File: src/hw/rtl/longest_common_substring_length_defines.svh
// Assertion macros used by the RTL.
`ifndef LONGEST_COMMON_SUBSTRING_LENGTH_DEFINES_SVH
`define LONGEST_COMMON_SUBSTRING_LENGTH_DEFINES_SVH

// Same-cycle implication, checked out of reset.
`define LCSL_ASSERT_NOW(lbl, ante, cons, msg) \
    lbl: assert property (@(posedge clk) disable iff (!rst_n) (ante) |-> (cons)) \
        else $error(msg);

// Next-cycle implication, checked out of reset.
`define LCSL_ASSERT_NEXT(lbl, ante, cons, msg) \
    lbl: assert property (@(posedge clk) disable iff (!rst_n) (ante) |=> (cons)) \
        else $error(msg);

`endif

File: src/hw/rtl/lcsl_pkg.sv
package lcsl_pkg;

    localparam int MAX_PATTERN = 64;
    localparam int SYM_W       = 8;
    localparam int LEN_W       = 7;
    localparam int RUN_W       = $clog2(MAX_PATTERN + 1);
    localparam int STEP_W      = (MAX_PATTERN > 1) ? $clog2(MAX_PATTERN) : 1;
    localparam int EXT_W       = (RUN_W > LEN_W) ? RUN_W : LEN_W;
    localparam int LEN_MAX     = (1 << LEN_W) - 1;

    localparam logic KIND_PATTERN = 1'b0;
    localparam logic KIND_TEXT    = 1'b1;

    typedef struct packed {
        logic             kind;
        logic [SYM_W-1:0] symbol;
        logic             last;
    } src_item_t;

    typedef struct packed {
        logic [LEN_W-1:0] longest_length;
        logic             pattern_overflow;
    } res_item_t;

    typedef struct packed {
        logic             new_pattern;
        logic             clear_row;
        logic             text;
        logic             drain;
        logic [SYM_W-1:0] symbol;
    } cell_ctrl_t;

    function automatic logic [LEN_W-1:0] sat_len(input logic [RUN_W-1:0] v);
        logic [EXT_W-1:0] ext;
        ext = EXT_W'(v);
        return (ext > EXT_W'(LEN_MAX)) ? LEN_W'(LEN_MAX) : LEN_W'(ext);
    endfunction

endpackage

File: src/hw/rtl/longest_common_substring_length.sv
// Channel | Port group                 | Payload
// --------+----------------------------+---------------------------------------
// source  | src_valid, src_stall       | src_item: kind, symbol, last
// result  | res_valid, res_stall       | res_item: longest_length, pattern_overflow
//
// Pattern and text bytes without last are taken one per cycle while src_stall is low.
// After a last text byte the best run is shifted down the row of cells one position
// per cycle before it reaches the result register.
// src_stall is high during that sweep; it also waits there while res_stall holds a result.
// Reset clears the count, flags, run row and best; stored pattern bytes are not reset.
`include "longest_common_substring_length_defines.svh"

module longest_common_substring_length (
    input  logic                  clk,
    input  logic                  rst_n,
    input  logic                  src_valid,
    output logic                  src_stall,
    input  lcsl_pkg::src_item_t   src_item,
    output logic                  res_valid,
    input  logic                  res_stall,
    output lcsl_pkg::res_item_t   res_item
);

    typedef enum logic {
        ST_IDLE,
        ST_DRAIN
    } state_t;

    state_t                       state_reg;
    state_t                       state_next;
    logic [lcsl_pkg::STEP_W-1:0]  step_reg;
    logic [lcsl_pkg::STEP_W-1:0]  step_next;
    logic [lcsl_pkg::RUN_W-1:0]   count_reg;
    logic [lcsl_pkg::RUN_W-1:0]   count_next;
    logic                         closed_reg;
    logic                         closed_next;
    logic                         overflow_reg;
    logic                         overflow_next;
    logic                         res_valid_reg;
    logic                         res_valid_next;
    lcsl_pkg::res_item_t          res_item_reg;
    lcsl_pkg::res_item_t          res_item_next;

    logic                         src_acc;
    logic                         load_acc;
    logic                         text_acc;
    logic [lcsl_pkg::RUN_W-1:0]   base;
    logic                         room;
    logic                         finish;
    lcsl_pkg::cell_ctrl_t         ctrl;
    logic [lcsl_pkg::MAX_PATTERN-1:0] wr_en;

    logic [lcsl_pkg::RUN_W-1:0]   run_w  [lcsl_pkg::MAX_PATTERN];
    logic [lcsl_pkg::RUN_W-1:0]   best_w [lcsl_pkg::MAX_PATTERN];

    assign src_stall = (state_reg == ST_DRAIN);
    assign src_acc   = src_valid && !src_stall;
    assign load_acc  = src_acc && (src_item.kind == lcsl_pkg::KIND_PATTERN);
    assign text_acc  = src_acc && (src_item.kind == lcsl_pkg::KIND_TEXT);
    assign base      = closed_reg ? '0 : count_reg;
    assign room      = (base < lcsl_pkg::RUN_W'(lcsl_pkg::MAX_PATTERN));
    assign finish    = (state_reg == ST_DRAIN)
                    && (step_reg == lcsl_pkg::STEP_W'(lcsl_pkg::MAX_PATTERN - 1))
                    && (!res_valid_reg || !res_stall);

    always_comb
    begin
        ctrl.new_pattern = load_acc && closed_reg;
        ctrl.clear_row   = (load_acc && closed_reg) || finish;
        ctrl.text        = text_acc;
        ctrl.drain       = (state_reg == ST_DRAIN);
        ctrl.symbol      = src_item.symbol;
    end

    genvar k;
    generate
        for (k = 0; k < lcsl_pkg::MAX_PATTERN; k++)
        begin : g_cell
            logic [lcsl_pkg::RUN_W-1:0] left_run;
            logic [lcsl_pkg::RUN_W-1:0] left_best;

            if (k == 0)
            begin : g_first
                assign left_run  = '0;
                assign left_best = '0;
            end
            else
            begin : g_rest
                assign left_run  = run_w[k-1];
                assign left_best = best_w[k-1];
            end

            assign wr_en[k] = load_acc && room && (base == lcsl_pkg::RUN_W'(k));

            lcsl_cell u_cell (
                .clk       (clk),
                .rst_n     (rst_n),
                .ctrl      (ctrl),
                .wr_en     (wr_en[k]),
                .left_run  (left_run),
                .left_best (left_best),
                .run       (run_w[k]),
                .best      (best_w[k])
            );
        end
    endgenerate

    always_comb
    begin
        state_next     = state_reg;
        step_next      = step_reg;
        count_next     = count_reg;
        closed_next    = closed_reg;
        overflow_next  = overflow_reg;
        res_valid_next = res_valid_reg;
        res_item_next  = res_item_reg;

        if (res_valid_reg && !res_stall)
        begin
            res_valid_next = 1'b0;
        end

        if (load_acc)
        begin
            if (closed_reg)
            begin
                overflow_next = 1'b0;
                closed_next   = 1'b0;
            end
            if (room)
            begin
                count_next = base + lcsl_pkg::RUN_W'(1);
            end
            else
            begin
                count_next    = base;
                overflow_next = 1'b1;
            end
            if (src_item.last)
            begin
                closed_next = 1'b1;
            end
        end

        if (text_acc)
        begin
            closed_next = 1'b1;
            if (src_item.last)
            begin
                state_next = ST_DRAIN;
                step_next  = '0;
            end
        end

        if (state_reg == ST_DRAIN)
        begin
            if (step_reg != lcsl_pkg::STEP_W'(lcsl_pkg::MAX_PATTERN - 1))
            begin
                step_next = step_reg + lcsl_pkg::STEP_W'(1);
            end
            if (finish)
            begin
                state_next                     = ST_IDLE;
                res_valid_next                 = 1'b1;
                res_item_next.longest_length   =
                    lcsl_pkg::sat_len(best_w[lcsl_pkg::MAX_PATTERN-1]);
                res_item_next.pattern_overflow = overflow_reg;
            end
        end
    end

    always_ff @(posedge clk or negedge rst_n)
    begin
        if (!rst_n)
        begin
            state_reg     <= ST_IDLE;
            step_reg      <= '0;
            count_reg     <= '0;
            closed_reg    <= 1'b0;
            overflow_reg  <= 1'b0;
            res_valid_reg <= 1'b0;
            res_item_reg  <= '0;
        end
        else
        begin
            state_reg     <= state_next;
            step_reg      <= step_next;
            count_reg     <= count_next;
            closed_reg    <= closed_next;
            overflow_reg  <= overflow_next;
            res_valid_reg <= res_valid_next;
            res_item_reg  <= res_item_next;
        end
    end

    assign res_valid = res_valid_reg;
    assign res_item  = res_item_reg;

    `LCSL_ASSERT_NEXT(a_last_text_drains, text_acc && src_item.last,
        state_reg == ST_DRAIN, "last text item did not start the sweep")
    `LCSL_ASSERT_NOW(a_len_bound, $rose(res_valid),
        res_item.longest_length <= lcsl_pkg::sat_len(count_reg),
        "result length exceeds stored pattern length")
    `LCSL_ASSERT_NOW(a_overflow_full, $rose(res_valid) && res_item.pattern_overflow,
        count_reg == lcsl_pkg::RUN_W'(lcsl_pkg::MAX_PATTERN),
        "overflow reported with pattern store not full")
    `LCSL_ASSERT_NEXT(a_finish_idle, finish,
        state_reg == ST_IDLE && res_valid, "sweep end did not deliver a result")

endmodule

File: src/hw/rtl/lcsl_cell.sv
module lcsl_cell (
    input  logic                           clk,
    input  logic                           rst_n,
    input  lcsl_pkg::cell_ctrl_t           ctrl,
    input  logic                           wr_en,
    input  logic [lcsl_pkg::RUN_W-1:0]     left_run,
    input  logic [lcsl_pkg::RUN_W-1:0]     left_best,
    output logic [lcsl_pkg::RUN_W-1:0]     run,
    output logic [lcsl_pkg::RUN_W-1:0]     best
);

    logic [lcsl_pkg::SYM_W-1:0] pat_reg;
    logic                       valid_reg;
    logic                       valid_next;
    logic [lcsl_pkg::RUN_W-1:0] run_reg;
    logic [lcsl_pkg::RUN_W-1:0] run_next;
    logic [lcsl_pkg::RUN_W-1:0] best_reg;
    logic [lcsl_pkg::RUN_W-1:0] best_next;
    logic [lcsl_pkg::RUN_W-1:0] run_calc;
    logic                       hit;

    assign hit      = valid_reg && (pat_reg == ctrl.symbol);
    assign run_calc = hit ? (left_run + lcsl_pkg::RUN_W'(1)) : '0;

    always_comb
    begin
        run_next   = run_reg;
        best_next  = best_reg;
        valid_next = valid_reg;
        if (ctrl.clear_row)
        begin
            run_next  = '0;
            best_next = '0;
        end
        else if (ctrl.text)
        begin
            run_next  = run_calc;
            best_next = (run_calc > best_reg) ? run_calc : best_reg;
        end
        else if (ctrl.drain)
        begin
            best_next = (left_best > best_reg) ? left_best : best_reg;
        end
        if (wr_en)
        begin
            valid_next = 1'b1;
        end
        else if (ctrl.new_pattern)
        begin
            valid_next = 1'b0;
        end
    end

    always_ff @(posedge clk)
    begin
        if (wr_en)
        begin
            pat_reg <= ctrl.symbol;
        end
    end

    always_ff @(posedge clk or negedge rst_n)
    begin
        if (!rst_n)
        begin
            valid_reg <= 1'b0;
            run_reg   <= '0;
            best_reg  <= '0;
        end
        else
        begin
            valid_reg <= valid_next;
            run_reg   <= run_next;
            best_reg  <= best_next;
        end
    end

    assign run  = run_reg;
    assign best = best_reg;

endmodule

File: config.mk
export PLATFORM = sky130hd
export DESIGN_NAME = longest_common_substring_length
export DESIGN_NICKNAME = d
export VERILOG_FILES = /design/src/hw/rtl/lcsl_pkg.sv /design/src/hw/rtl/longest_common_substring_length.sv /design/src/hw/rtl/lcsl_cell.sv
export VERILOG_INCLUDE_DIRS = /design/src /design/src/hw/rtl
export SDC_FILE = /design/constraint.sdc
export NUM_CORES = 2
export LEC_CHECK = 0
export BUFFER_PORTS_ARGS = -buffer_cell sky130_fd_sc_hd__buf_2
export CORE_MARGIN = 4
export CORE_UTILIZATION = 26
export CTS_CLUSTER_SIZE = 20
export DETAILED_ROUTE_END_ITERATION = 8
export GPL_TIMING_DRIVEN = 1
export SYNTH_ARGS = -nofsm -noshare
export SYNTH_HDL_FRONTEND = slang
export SYNTH_SLANG_ARGS = --single-unit
File: constraint.sdc
create_clock -name clk -period 3.15 [get_ports clk]
set_input_delay 0.315 -clock clk [delete_from_list [all_inputs] [get_ports clk]]
set_output_delay 0.315 -clock clk [all_outputs]
set_load 0.01 [all_outputs]
* Word level (Yosys, flattened, before mapping) *
Cells that the tools add are included.

storage, ports and cells
  input bits = 14
  word-level logic and storage cells = 1586
  bits in registers = 1490

operators by class
  reductions and logical operators = 339
  bitwise operators = 1
  equal/unequal tests = 194
  order comparisons = 130
  add/subtract/negate cells = 65
  mux-type cells = 594

operator list
  cell                                                          count
  2-to-1 mux 7 bit                                              512
  greater-than comparator 7 bit                                 127
  == test 8 bit                                                 64
  adder 7 x 1 -> 7 bit, second input constant                   64
  == test 7 x 6 -> 1 bit, second input constant                 32
  nonzero test 3 bit                                            65
  inequality test 3 x 1 -> 1 bit, second input constant         64
  AND reduction 3 bit                                           64
  logical AND 1 bit                                             136
  nonzero test 2 bit                                            66
  == test 7 x 5 -> 1 bit, second input constant                 16
  2-to-1 mux 1 bit                                              78
  == test 7 x 4 -> 1 bit, second input constant                 8
  == test 7 x 3 -> 1 bit, second input constant                 4
  2-to-1 mux 6 bit                                              4
  == test 7 x 2 -> 1 bit, second input constant                 2
  == test 7 x 1 -> 1 bit, second input constant                 1
  greater-than comparator 1 x 7 -> 1 bit, first input constant  1
  greater-than comparator 7 bit, second input constant          1
  logical NOT 7 bit                                             1
  < comparator 7 bit, second input constant                     1
  adder 6 x 1 -> 6 bit, second input constant                   1
  == test 6 bit, second input constant                          1
  inequality test 6 bit, second input constant                  1
  5 further kinds                                               9

* Depth between registers and ports, before layout *
  word-level depth = 7
  depth in mapped cells = 17

* By module *
From an unflattened synthesis, not the netlist that was laid out.

second synthesis, totals
  cells, all modules = 9691
  area, all modules = 99190.1 µm²

modules (own cells, without submodules)
  module                             cells an instance  area an instance (µm²)  times used
  lcsl_cell at g_cell[0].u_cell ...  148                1522.7                  60
  lcsl_cell at g_cell[6].u_cell ...  149                1529.0                  4
  longest_common_substring_length    215                1711.6                  1

* Least setup slack after synthesis *
No wires, ideal clock.

  path kind = input -> register
  from = input src_item[6] (netlist name)
  to = register g_cell[49].u_cell.best_reg (netlist bit g_cell[49].u_cell.best[0])
  buffers on the path = 3
  required time = 3025 ps
  path slack = -676 ps
  cell stages on the path = 15
  data arrival time = 3701 ps
  cell sequence = buf_4 > buf_2 > xnor2_1 > nand3_1 > or4_1 > clkbuf_1 > or2_2 > ha_1 > and2_1 > and4_1 > a211o_1 > a211oi_1 > nor3b_1 > a21oi_2 > mux2_2

on the way
  longest elaborated chain between the ends = 6

ends and longest elaborated chain
  item                                                                                 line                                   RTL
  start, declared                                                                      longest_common_substring_length.sv:18  input lcsl_pkg::src_item_t src_item,
  == test 8 bit (*)                                                                    lcsl_cell.sv:22                        assign hit = valid_reg && (pat_reg == ctrl.symbol);
  logical AND 1 bit (*)                                                                lcsl_cell.sv:22
  2-to-1 mux 7 bit (*)                                                                 lcsl_cell.sv:23                        assign run_calc = hit ? (left_run + lcsl_pkg::RUN_W'(1)) : '0;
  greater-than comparator 7 bit / 2-to-1 mux 7 bit (equally long branches)             lcsl_cell.sv:38                        best_next = (run_calc > best_reg) ? run_calc : best_reg;
  inequality test 3 x 1 -> 1 bit (no line) / 2-to-1 mux 7 bit (equally long branches)  -
  AND reduction 3 bit (no line) / 2-to-1 mux 7 bit (equally long branches)             -
  end signal, assigned                                                                 lcsl_cell.sv:74                        best_reg <= best_next;
  end, declared                                                                        lcsl_cell.sv:17                        logic [lcsl_pkg::RUN_W-1:0] best_reg;

Every way passes the cells marked *; elsewhere a longest branch is shown, timed or not. The select of a mux whose other input is x is not followed.
A chain may end at the register's enable or synchronous reset.

* Worst setup path in the final report *
  from = register g_cell[51].u_cell.pat_reg[0] (netlist name)
  to = register g_cell[51].u_cell.best_reg (netlist bit g_cell[51].u_cell.best[0])

on the way
  longest elaborated chain between the ends = 6

ends and longest elaborated chain
  item                                                                                 line             RTL
  start, declared                                                                      lcsl_cell.sv:12  logic [lcsl_pkg::SYM_W-1:0] pat_reg;
  start signal, assigned                                                               lcsl_cell.sv:58  pat_reg <= ctrl.symbol;
  == test 8 bit (*)                                                                    lcsl_cell.sv:22
  logical AND 1 bit (*)                                                                lcsl_cell.sv:22
  2-to-1 mux 7 bit (*)                                                                 lcsl_cell.sv:23
  greater-than comparator 7 bit / 2-to-1 mux 7 bit (equally long branches)             lcsl_cell.sv:38
  inequality test 3 x 1 -> 1 bit (no line) / 2-to-1 mux 7 bit (equally long branches)  -
  AND reduction 3 bit (no line) / 2-to-1 mux 7 bit (equally long branches)             -
  end signal, assigned                                                                 lcsl_cell.sv:74
  end, declared                                                                        lcsl_cell.sv:17

Marked as above.

==> impl_summary.txt <==
----------------------------------------------------
[Logic synthesis]
  Number of different library cells in the post-synthesis netlist ... 80
  Async S/R FF share, synth ... 0.646
  Cells after synthesis ... 8599
  Share of synthesized area occupied by flip-flops and latches ... 0.441
  Warnings from Yosys ... 0
  Number of enable flip-flop cells after synthesis ... 512
  Cell with the most instances after synthesis ... sky130_fd_sc_hd__dfrtp_1
  Commonest cells post-synth ... sky130_fd_sc_hd__dfrtp_1, sky130_fd_sc_hd__ha_1, sky130_fd_sc_hd__nand2_1, sky130_fd_sc_hd__o21ai_0, sky130_fd_sc_hd__inv_1
  Synthesized flop and latch total ... 1448
  Cell Area, Synth ... approximately 88000 um2
  Top cell type's share of synthesized area ... 0.266
  Most common flop cell mapped by yosys ... sky130_fd_sc_hd__dfrtp_1
  Library cell with the largest summed area after synthesis ... sky130_fd_sc_hd__dfrtp_1
  Post-Synthesis Mean Instance Area ... 10.2 um2
  Synthesized Nets ... approximately 9.5k
  Cell types with the largest area share after synthesis ... sky130_fd_sc_hd__dfrtp_1, sky130_fd_sc_hd__edfxtp_1, sky130_fd_sc_hd__ha_1

[Clocking]
  CTS tree ... done
  Max Buffers Root-to-Sink ... 3
  Worst-Skew Late Latency ... 0.82 ns
  Clock slew at reported path FFs ... 0.06 ns
  TritonCTS Buffers ... 162
  Number of H-tree levels ... 4
  Number of sinks on the clock net ... 1448
  Root buffer selected by CTS ... sky130_fd_sc_hd__clkbuf_16

[Status]
  Run status ... finished with violations
  Failing checks ... negative setup slack

[STA]
  Fin. max-slew vios ... 0
  Time the worst path needs with I/O delays and setup ... between 3 and 4 ns
  Setup repair after global routing missed its margin ... true
  Final worst path period share ... 1.09
  Setup clock skew after layout ... approximately 0.039 ns
  Final hold violations ... 0
  Final Setup Violations ... 199
  Maximum clock rate ... 291 MHz
  Worst relative slew slack ... 0.307
  Setup slack after layout ... -0.290 ns
  Worst Tran Pin Value ... 1.04 ns

[Routing]
  Vias ... 67.6k
  Remaining antenna violation count ... 0
  First-iteration detailed-routing DRC count ... 4214
  DR vias/cell ... 4.79
  Drt total wl ... 243000 um
  DR WL/cell ... roughly 17 um
  Drt drc ... 0
  First-pass DRT Iterations ... 5

[Critical path]
  Cell family with most CP delay ... simple AND/OR/NAND/NOR gates
  Arrival @ worst endpoint ... between 4 and 5 ns
  Worst Setup Path Type ... register to register
  Highest cell delay on the worst timing path ... roughly 0.54 ns
  Startpoint kind of the worst setup timing path ... register
  Buffer and inverter count on the worst path ... 0
  Required @ worst endpoint ... 3.82 ns
  CP max stage cell ... sky130_fd_sc_hd__or4_4
  Worst setup EP type ... register
  Worst Path Max Fanout ... 6
  Critical-path cell list ... xnor2_4, nand2_1, or4_4, nor2b_1, ha_1, o21ai_2, a21oi_2, o311ai_2, a211oi_2, or3b_4, nand2_4, mux2_4

[Finish]
  Multi-input logic area ... 51700 um2
  Largest register FFs ... 512
  Register area ... 38800 um2
  Layout overhead on the synthesized area ... 27.6%
  Fill count ... 34.0k
  Core occupancy in the finished layout ... 0.334
  Total Nets Final ... 10.3k
  Proportion of layout cells with a drive suffix above 1 ... 0.245
  Non-filler instance count after layout ... ~14k

[Floorplanning]
  I/O pin cnt ... 24
  Floorplan die area ... 348000 um2
  Die boundary height ... 590 um
  Effective utilization at floorplan ... 0.261
  Number of standard-cell rows in the floorplan ... 213
  Width of the die ... 590 um
  Core area ... 337000 um2

[Global routing]
  Via count of the first global-routing pass ... 68.1k
  Maximum number of pins on one net before global-route repair ... 109
  Antenna violations before repair ... 4
  Congestion Overflow GR ... 0
  Tot GR Track Use ... 0.136
  Global-route wire length before repair ... about 390000 um

[Job]
  Max-cap violations ... 0

[Min path]
  Class of the tightest hold or removal check ... primary input to register

[Pwr]
  Total power per unit cell area ... 699 nW/um2
  Leakage Power ... 48.2 nW
  Peak supply drop ... 488 uV

[Place]
  Placed instance count ... 13.7k
  Buffers added on ports ... 23
  Total half-perimeter wirelength after legalization and detailed placement ... 176000 um
  Weighted congestion at the end of routability-driven global placement ... 0.854

----------------------------------------------------
## placed cells by master (no fill, tap or decap), types with 67 or more instances in the layout
cell,netlist,routed
sky130_fd_sc_hd__nor2b_1,127,113
sky130_fd_sc_hd__or2_2,117,67
sky130_fd_sc_hd__a21o_1,188,188
sky130_fd_sc_hd__and3_1,84,79
sky130_fd_sc_hd__ha_1,857,759
sky130_fd_sc_hd__buf_6,21,87
sky130_fd_sc_hd__or3_1,103,93
sky130_fd_sc_hd__o22ai_1,119,118
sky130_fd_sc_hd__nor2_1,540,415
sky130_fd_sc_hd__clkbuf_16,0,166
sky130_fd_sc_hd__xor2_1,423,416
sky130_fd_sc_hd__dfrtp_1,936,935
sky130_fd_sc_hd__nand2_1,771,752
sky130_fd_sc_hd__a21oi_1,101,84
sky130_fd_sc_hd__mux2_2,261,80
sky130_fd_sc_hd__o21a_1,190,190
sky130_fd_sc_hd__ha_4,0,95
sky130_fd_sc_hd__nand3_1,318,311
sky130_fd_sc_hd__xnor2_2,0,117
sky130_fd_sc_hd__edfxtp_1,512,512
sky130_fd_sc_hd__inv_1,558,555
sky130_fd_sc_hd__nor3_1,76,69
sky130_fd_sc_hd__nand4_1,142,142
sky130_fd_sc_hd__o21ai_0,669,625
sky130_fd_sc_hd__o22a_1,74,73
sky130_fd_sc_hd__mux2_4,8,190
sky130_fd_sc_hd__buf_4,19,776
sky130_fd_sc_hd__xnor2_1,373,255
## worst paths after layout
path                                                    startpoint  slack (ns)  cells past startpoint                                       to
setup / recovery            g_cell[51].u_cell.pat_reg[0]$_DFFE_PP_       -0.29                     12    g_cell[51].u_cell.best[0]$_DFFE_PN0P_
hold / removal                                         src_item[7]        0.07                      3   g_cell[61].u_cell.pat_reg[6]$_DFFE_PP_
setup reg to reg            g_cell[51].u_cell.pat_reg[0]$_DFFE_PP_       -0.29                     12    g_cell[51].u_cell.best[0]$_DFFE_PN0P_
hold reg to reg            g_cell[10].u_cell.valid_reg$_DFFE_PN0P_        0.47                      1  g_cell[10].u_cell.valid_reg$_DFFE_PN0P_
max in group asynchronous                                    rst_n        1.44                      3                      src_stall$_DFF_PN0_
min in group asynchronous                                    rst_n        0.14                      3     g_cell[17].u_cell.run[1]$_DFFE_PN0N_
## per-stage QoR
stage	cell area, um2	setup WS, ns	TNS (ns)	power, mW	hold WS (ns)
after floorplan	91800	-0.308	-35.74	47.0	0.0194
after detailed placement	102000	-0.731	-203.46	56.0	0.225
after global placement	102000	-0.776	-193.61	55.5	0.219
after global routing	112000	-0.403	-60.21	83.8	0.0298
after CTS	110000	-0.361	-23.69	77.2	0.00126
final	112000	-0.290	-16.78	78.5	0.0713
## routing by layer
layer | share of wire | GRT usage | wire (um) | vias to the layer above
met5 | 0 | 0 | 0 | -
met4 | 0.024 | 0.0380 | 5770 | 0
met3 | 0.041 | 0.0194 | 10000 | 329
met2 | 0.46 | 0.221 | 113000 | 1219
met1 | 0.47 | 0.188 | 115000 | 33356
li1 | - | - | - | 32647
## worst reg2reg max path, cell delays in order, from the launching register on
cell	delay, ns
sky130_fd_sc_hd__edfxtp_1	0.52
sky130_fd_sc_hd__xnor2_4	0.25
sky130_fd_sc_hd__nand2_1	0.09
sky130_fd_sc_hd__or4_4	0.54
sky130_fd_sc_hd__nor2b_1	0.16
sky130_fd_sc_hd__ha_1	0.26
sky130_fd_sc_hd__o21ai_2	0.14
sky130_fd_sc_hd__a21oi_2	0.05
sky130_fd_sc_hd__o311ai_2	0.32
sky130_fd_sc_hd__a211oi_2	0.12
sky130_fd_sc_hd__or3b_4	0.43
sky130_fd_sc_hd__nand2_4	0.11
sky130_fd_sc_hd__mux2_4	0.30
## cell type report
cell class,instances,share of cell area
multi-input cells,6305,0.460
flip-flops and latches,1448,0.345
repair buffers,982,0.0766
well taps,4515,0.0503
clock buffers,224,0.0409
inverters,558,0.0186
clock inverters,73,0.00765
diodes,4,0.0000891
## kinds of logic (layout without fill, tap and decap cells)
logic type,Yosys count,after routing,share of synthesized area
fa+ha+maj,866,866,0.123
mux,289,289,0.0370
flops,1448,1448,0.441
simple gates,2502,2504,0.138
compound gates,1850,1850,0.144
xor+xnor,796,796,0.0792
other cells,0,4,0
buf+inv,848,1837,0.0391
## what timing repair did
| item | CTS | global route |
|---|---|---|
| gates cloned | 3 | 1 |
| gates resized for setup | 289 | 361 |
| hold buffers | 33 | 0 |
| hold endpoints to repair | 492 | 0 |
| setup endpoints to repair | 316 | 548 |
| buffers inserted | 68 | 53 |
| pin swaps | 244 | 328 |
## where the power goes
part | internal, mW | switching (mW) | total (mW)
Clock | 11.3 | 8.23 | 19.5
Combinational | 17.4 | 17.2 | 34.6
Sequential | 21.8 | 2.58 | 24.4
No activity file was read; power rests on OpenSTA's default activity.
